==> config.mk <==
export PLATFORM = sky130hd
export DESIGN_NAME = luhn_card_number_checker_unit
export DESIGN_NICKNAME = d
export VERILOG_FILES = /design/src/hdl/luhn_pkg.sv /design/src/hdl/luhn_card_number_checker_unit.sv
export SDC_FILE = /design/constraint.sdc
export NUM_CORES = 1
export LEC_CHECK = 0
export BUFFER_PORTS_ARGS = -buffer_cell sky130_fd_sc_hd__buf_2
export CAP_MARGIN = 20
export CORE_ASPECT_RATIO = 0.5
export CORE_MARGIN = 4
export CORE_UTILIZATION = 43
export DETAILED_ROUTE_END_ITERATION = 16
export MAX_ROUTING_LAYER = met4
export SLEW_MARGIN = 20
export SYNTH_ARGS = -nofsm -noshare
export SYNTH_HDL_FRONTEND = slang
export SYNTH_SLANG_ARGS = --single-unit
==> constraint.sdc <==
create_clock -name clk_i -period 4.6 [get_ports clk_i]
set_input_delay 0.23 -clock clk_i [delete_from_list [all_inputs] [get_ports clk_i]]
set_output_delay 0.23 -clock clk_i [all_outputs]
set_load 0.02 [all_outputs]
==> src/hdl/luhn_pkg.sv <==
`timescale 1ns / 1ps
// ----------------------------------------------------------------------------
// luhn_pkg
// types, constants and digit arithmetic shared by the luhn checker
// ----------------------------------------------------------------------------
package luhn_pkg;

  localparam int unsigned DigitW = 4;
  localparam int unsigned CountW = 5;

  localparam logic [CountW-1:0] CountMax  = 5'd31;
  localparam logic [DigitW-1:0] Radix     = 4'd10;
  localparam logic [4:0]        RadixW5   = 5'd10;
  localparam logic [4:0]        FoldBack  = 5'd9;

  localparam logic [CountW-1:0] Len13 = 5'd13;
  localparam logic [CountW-1:0] Len14 = 5'd14;
  localparam logic [CountW-1:0] Len15 = 5'd15;
  localparam logic [CountW-1:0] Len16 = 5'd16;

  typedef struct packed {
    logic [DigitW-1:0] digit;
    logic              last_digit;
  } luhn_in_t;

  typedef struct packed {
    logic valid_res;
    logic length_ok;
    logic check_ok;
  } luhn_out_t;

  // doubled digit, folded by 9 when two digits, then mod 10
  // (a raw code of 15 folds to 21, which needs two steps of 10)
  function automatic logic [DigitW-1:0] luhn_double(input logic [DigitW-1:0] d);
    logic [4:0] v;
    v = {d, 1'b0};
    if (v >= RadixW5) v = v - FoldBack;
    if (v >= RadixW5) v = v - RadixW5;
    if (v >= RadixW5) v = v - RadixW5;
    return v[DigitW-1:0];
  endfunction

  // raw digit mod 10, covers codes above 9
  function automatic logic [DigitW-1:0] luhn_mod10(input logic [DigitW-1:0] d);
    return (d >= Radix) ? d - Radix : d;
  endfunction

  // both operands below 10
  function automatic logic [DigitW-1:0] luhn_add10(input logic [DigitW-1:0] a,
                                                   input logic [DigitW-1:0] b);
    logic [4:0] s;
    s = {1'b0, a} + {1'b0, b};
    if (s >= RadixW5) s = s - RadixW5;
    return s[DigitW-1:0];
  endfunction

  // prefix and length rule
  function automatic logic luhn_len_rule(input logic [DigitW-1:0] first,
                                         input logic [CountW-1:0] len);
    logic ok;
    case (first) inside
      4'd3:       ok = (len == Len14) || (len == Len15);
      4'd4:       ok = (len == Len13) || (len == Len16);
      4'd5, 4'd6: ok = (len == Len16);
      default:    ok = 1'b0;
    endcase
    return ok;
  endfunction

endpackage

==> src/hdl/luhn_card_number_checker_unit.sv <==
`timescale 1ns / 1ps
// ----------------------------------------------------------------------------
// luhn_card_number_checker_unit
// streaming luhn mod-10 and prefix/length check of a card number
// ----------------------------------------------------------------------------
// Digits enter one item per clock while in_stall_o is low, most significant
// first, with last_digit set on the check digit. Each accepted digit updates
// the two running mod-10 sums, the first digit and the saturating count in
// a single register stage, so a new number may start in the cycle after the
// previous check digit. One result item appears on the output register in
// the cycle after the check digit is accepted. Input stall is raised only
// while a result is held in the output register and the downstream side
// stalls it. Numbers of 31 digits or more always fail the length rule; digit
// codes 10 to 15 are summed mod 10 and never pass as a check digit.
// ----------------------------------------------------------------------------
module luhn_card_number_checker_unit
  import luhn_pkg::*;
(
  input  logic      clk_i,
  input  logic      rst_ni,
  input  logic      in_valid_i,
  output logic      in_stall_o,
  input  luhn_in_t  in_data_i,
  output logic      out_valid_o,
  input  logic      out_stall_i,
  output luhn_out_t out_data_o
);

  // running state of the number in flight
  logic [DigitW-1:0] first_q, first_d;
  logic [CountW-1:0] count_q, count_d;
  logic [DigitW-1:0] sum_odd_q, sum_odd_d;
  logic [DigitW-1:0] sum_even_q, sum_even_d;

  // result register
  logic      out_valid_q, out_valid_d;
  luhn_out_t out_data_q, out_data_d;

  logic              in_fire;
  logic              res_load;
  logic [DigitW-1:0] first_now;
  logic [CountW-1:0] len_now;
  logic [DigitW-1:0] check_dig;

  // only a held, stalled result blocks the input
  assign in_stall_o = out_valid_q && out_stall_i;
  assign in_fire    = in_valid_i && !in_stall_o;
  assign res_load   = in_fire && in_data_i.last_digit;

  always_comb begin
    // first digit counts when nothing has been seen yet
    first_now = (count_q == '0) ? in_data_i.digit : first_q;
    len_now   = (count_q < CountMax) ? count_q + 1'b1 : CountMax;
    // check digit is (10 - sum) mod 10
    check_dig = (sum_odd_q == '0) ? '0 : Radix - sum_odd_q;

    first_d    = first_q;
    count_d    = count_q;
    sum_odd_d  = sum_odd_q;
    sum_even_d = sum_even_q;
    if (in_fire) begin
      if (in_data_i.last_digit) begin
        // clear for the next number
        first_d    = '0;
        count_d    = '0;
        sum_odd_d  = '0;
        sum_even_d = '0;
      end else begin
        // sums swap parity roles on every digit
        first_d    = first_now;
        sum_odd_d  = luhn_add10(sum_even_q, luhn_double(in_data_i.digit));
        sum_even_d = luhn_add10(sum_odd_q, luhn_mod10(in_data_i.digit));
        count_d    = (count_q < CountMax) ? count_q + 1'b1 : count_q;
      end
    end
  end

  always_comb begin
    out_data_d.length_ok = luhn_len_rule(first_now, len_now);
    out_data_d.check_ok  = (in_data_i.digit == check_dig);
    out_data_d.valid_res = out_data_d.length_ok && out_data_d.check_ok;

    if (res_load) begin
      out_valid_d = 1'b1;
    end else if (!out_stall_i) begin
      out_valid_d = 1'b0;
    end else begin
      out_valid_d = out_valid_q;
    end
  end

  always_ff @(posedge clk_i or negedge rst_ni) begin
    if (!rst_ni) begin
      first_q     <= '0;
      count_q     <= '0;
      sum_odd_q   <= '0;
      sum_even_q  <= '0;
      out_valid_q <= 1'b0;
    end else begin
      first_q     <= first_d;
      count_q     <= count_d;
      sum_odd_q   <= sum_odd_d;
      sum_even_q  <= sum_even_d;
      out_valid_q <= out_valid_d;
    end
  end

  // result payload, loaded only with a check digit
  always_ff @(posedge clk_i) begin
    if (res_load) begin
      out_data_q <= out_data_d;
    end
  end

  assign out_valid_o = out_valid_q;
  assign out_data_o  = out_data_q;

`ifndef SYNTHESIS
  // a check digit always yields a result next cycle
  a_result_follows: assert property (@(posedge clk_i) disable iff (!rst_ni)
    res_load |=> out_valid_o)
    else $error("no result after check digit");

  // a plain digit never creates a result
  a_no_spurious: assert property (@(posedge clk_i) disable iff (!rst_ni)
    (in_fire && !in_data_i.last_digit && !(out_valid_o && out_stall_i)) |=> !out_valid_o)
    else $error("result without check digit");

  // state cleared after each number
  a_state_cleared: assert property (@(posedge clk_i) disable iff (!rst_ni)
    res_load |=> (count_q == '0) && (sum_odd_q == '0) && (sum_even_q == '0))
    else $error("state not cleared after check digit");

  // running sums stay reduced mod 10
  a_sums_reduced: assert property (@(posedge clk_i) disable iff (!rst_ni)
    in_fire |=> (sum_odd_q < Radix) && (sum_even_q < Radix))
    else $error("running sum out of range");
`endif

endmodule

==> qor.yml <==
synth_top_family_by_area: "compound AO/OA/AOI/OAI gates"
nets: 296
yosys.area_share.simple_pct: 17.7
synthMuxAreaShare_pct: 2.55
coreArea_sq_um: 4510
wl_per_cell_microns: 14.6
total_power_mw: 1.03
syn_area_sq_um: 2060
cp-start-kind: "primary input"
initial_core_util_pct: 45.7
ioPinCount: 14
crit_path_max_incr_delay_ps: 480
insertion_delay_ps: 270
ys.flop_type: "dfrtp_1"
clockBufferDepth: 2
die_y_microns: 56.9
antenna_found_initial: 0
internal_power_mw: 0.590
required_ps: 4790
skew_ps: 2.14
crit_type: "primary input to register"
syn_avg_cell_area_sq_um: 8.69
drive_gt1_share_pct: 18.4
critPathCaptureType: "register"
grt_max_degree: 19
hold_depth: 3
grt_pass1_wl_microns: 8300
drcViolationCount: 0
crit_family: "compound AO/OA/AOI/OAI gates"
vias: 1788
cts_buffers: 3
first_pass_iters: 4
portBuffers: 13
cp_max_fo: 5
antenna_cells: 0
n_fill_cell: 426
p_leak_nw: 1.05
synthTopCellsByCount: "31 x nand2_1, 23 x ha_1, 19 x o21ai_0"
worst-path-stages: 22
die_area_sq_um: 6030
ys_seq_elements: 21
post-synth-top-count-cell: "nand2_1"
drt-initial-drc-count: 64
synth_nets: 271
grt.overflow.total: 0
setup_viol: 0
period_share_pct: 95.1
ys_seq_area_share_pct: 26.2
synth_edf_count: 3
slowest_stage: "fa_2"
ys_warn_count: 0
drt.antenna.violating_nets: 0
p_comb_share_pct: 60.9
async_flop_share_pct: 85.7
path_clk_slew_ps: 80
holdPathEnd: "out_valid_o"
tightest_slew_ps: 806
fin_util_pct: 52.1
netSwitchingFraction_pct: 42.8
regToRegSetupSlack_ps: 2160
max_freq_mhz: 229
row_count: 17
yosys-top-cells-area: "dfrtp_1 22%, ha_1 14%, nand2_1 5.7%"
cts_max_level: 1
rr_endpoint: "out_data_o[2]"
cts_tree: "done"
globalRouteTotalUtil_pct: 17.2
hold_start: "in_valid_i"
synth_cells: 237
dp_worst_setup_slack_ps: -131
finalWirelength_microns: 4780
post-route-min-period_ps: 4370
cts_root_buf: "clkbuf_8"
hpwl_microns: 3730
grt_pass1_vias: 1746
yosysTopAreaCell: "dfrtp_1"
drv_slew: 0
worst_slack_ps: 227
outcome: "completed"
synthXorXnorAreaFrac_pct: 6.32
r2r_cells: 8
p_switching_mw: 0.442
max-vdd-ir-drop_v: 0.000181
synthToLayoutAreaGrowth_pct: 14.2
r2r_start: "count_q[0]"
synth_compound_area_share_pct: 25.4
die_w_microns: 106
max-cap-violations: 0
path_cells: "buf_2 -> inv_1 -> ha_2 -> nand2b_4 -> a21o_1 -> nand2_1 -> o21ai_0 -> ha_1 -> inv_1 -> o21ai_0 -> a221oi_4 -> mux2_2 -> ha_1 -> a221o_1 -> xor2_2 -> fa_2 -> inv_1 -> ha_1 -> nand2_1 -> a21boi_2 -> mux2_2 -> o22ai_1"
hold_viol_final: 0
via_per_inst: 5.47
powerDensity_nw_per_um2: 439
seq_power_share_pct: 26.7
hp-class: "primary input to register"
synth.distinct_cells: 49
worst-endpoint-arrival_ps: 4560
globalplace.congestion: 0.884
clock-sinks: 21
netlist.area_leader.share_pct: 21.9
maxSlewHeadroom_pct: 45.5
p_clk_share_pct: 12.4
critPathBufInv: 4
synth_adder_area_share_pct: 15.9
power groups by stage:
stage | combinational [mW] | sequential, mW | clock (mW)
finish | 0.629 | 0.276 | 0.127
global placement | 0.574 | 0.276 | 0
floorplan | 0.461 | 0.264 | 0
detailed placement | 0.598 | 0.278 | 0
global route | 0.708 | 0.281 | 0.139
CTS | 0.603 | 0.275 | 0.131
final cells by class:
cell class / instances / area [sq um] / area share (%)
Clock buffer: 3 / 41.3 / 1.76
Clock inverter: 1 / 5.00 / 0.213
Inverter: 18 / 67.6 / 2.87
Multi-Input combinational cell: 189 / 1430 / 60.7
Sequential cell: 21 / 541 / 23.0
Tap cell: 66 / 82.6 / 3.51
Timing Repair Buffer: 29 / 188 / 7.98
worst max-delay path by stage:
| stage | start | end | slack, ps |
|---|---|---|---|
| after floorplan | in_data_i[2] | sum_odd_q[2] | 10 |
| after global placement | in_data_i[2] | sum_odd_q[2] | 80 |
| after detailed placement | in_data_i[2] | sum_odd_q[2] | -130 |
| after CTS | in_data_i[2] | sum_odd_q[2] | 140 |
| after global routing | in_data_i[2] | sum_odd_q[2] | -30 |
| final | in_data_i[2] | sum_odd_q[2] | 230 |
cells in the final DEF (no fill, tap or decap), types with 2 or more instances in the layout:
master / instances
xor2_2: 2
dfrtp_1: 18
nor3_1: 3
xnor2_1: 7
mux2i_1: 2
nor4_1: 2
ha_1: 22
o21bai_1: 2
buf_4: 15
a21o_1: 4
o21ai_0: 19
a21oi_1: 17
a32o_1: 2
nand2_1: 31
o22ai_1: 6
clkbuf_8: 3
nand2b_1: 4
and2_1: 2
o211ai_1: 2
a31oi_1: 2
xor2_1: 4
buf_2: 13
o21a_1: 2
nand3b_1: 3
inv_1: 18
a22oi_1: 4
a41oi_1: 2
nor2b_1: 3
edfxtp_1: 3
nand3_1: 6
nor2_1: 11
o31ai_1: 2
mux2_2: 2
sequential cells by signal, indices dropped and copies added (netlist names):
name         flops
sum_odd_q        4
out_valid_o      1
out_data_o       3
first_q          4
sum_even_q       4
count_q          5
per-layer routing:
layer | vias up | GRT usage, % | wire length (microns)
met2 | 23 | 29.4 | 2270
met4 | 0 | 1.85 | 18
met3 | 4 | 2.37 | 154
met1 | 860 | 22.8 | 2340
li1 | 901 | - | -
met5 | - | - | 0
stage by stage:
stage	setup TNS (ps)	instances	hold WS, ps	cell area, sq um
after floorplan	0	237	-65.6	2070
after global placement	0	321	192	2270
after detailed placement	-206	321	194	2270
after CTS	0	326	189	2330
after global routing	-26.0	327	217	2350
final	0	327	193	2350
what timing repair did:
item	in CTS	in global routing
buffers inserted	0	1
hold buffers	1	0
resized for setup	0	4
hold endpoints to repair	18	0
endpoints found under the setup margin	0	2
logic make-up (layout without fill, tap and decap cells):
kind of cell               after synthesis  count (layout)
adders and majority gates               25              25
AOI/OAI and AO/OA                       74              74
and+or+nand+nor                         71              71
xor gates and xnor gates                14              14
buffers and inverters                   27              51
DFF                                     21              21
muxes                                    5               5
tightest hold or removal path, stage by stage:
cell     delay, ps
buf_2           90
nand2_1         50
nand2_1         50
Note: power is estimated with default switching activity, not from simulation.
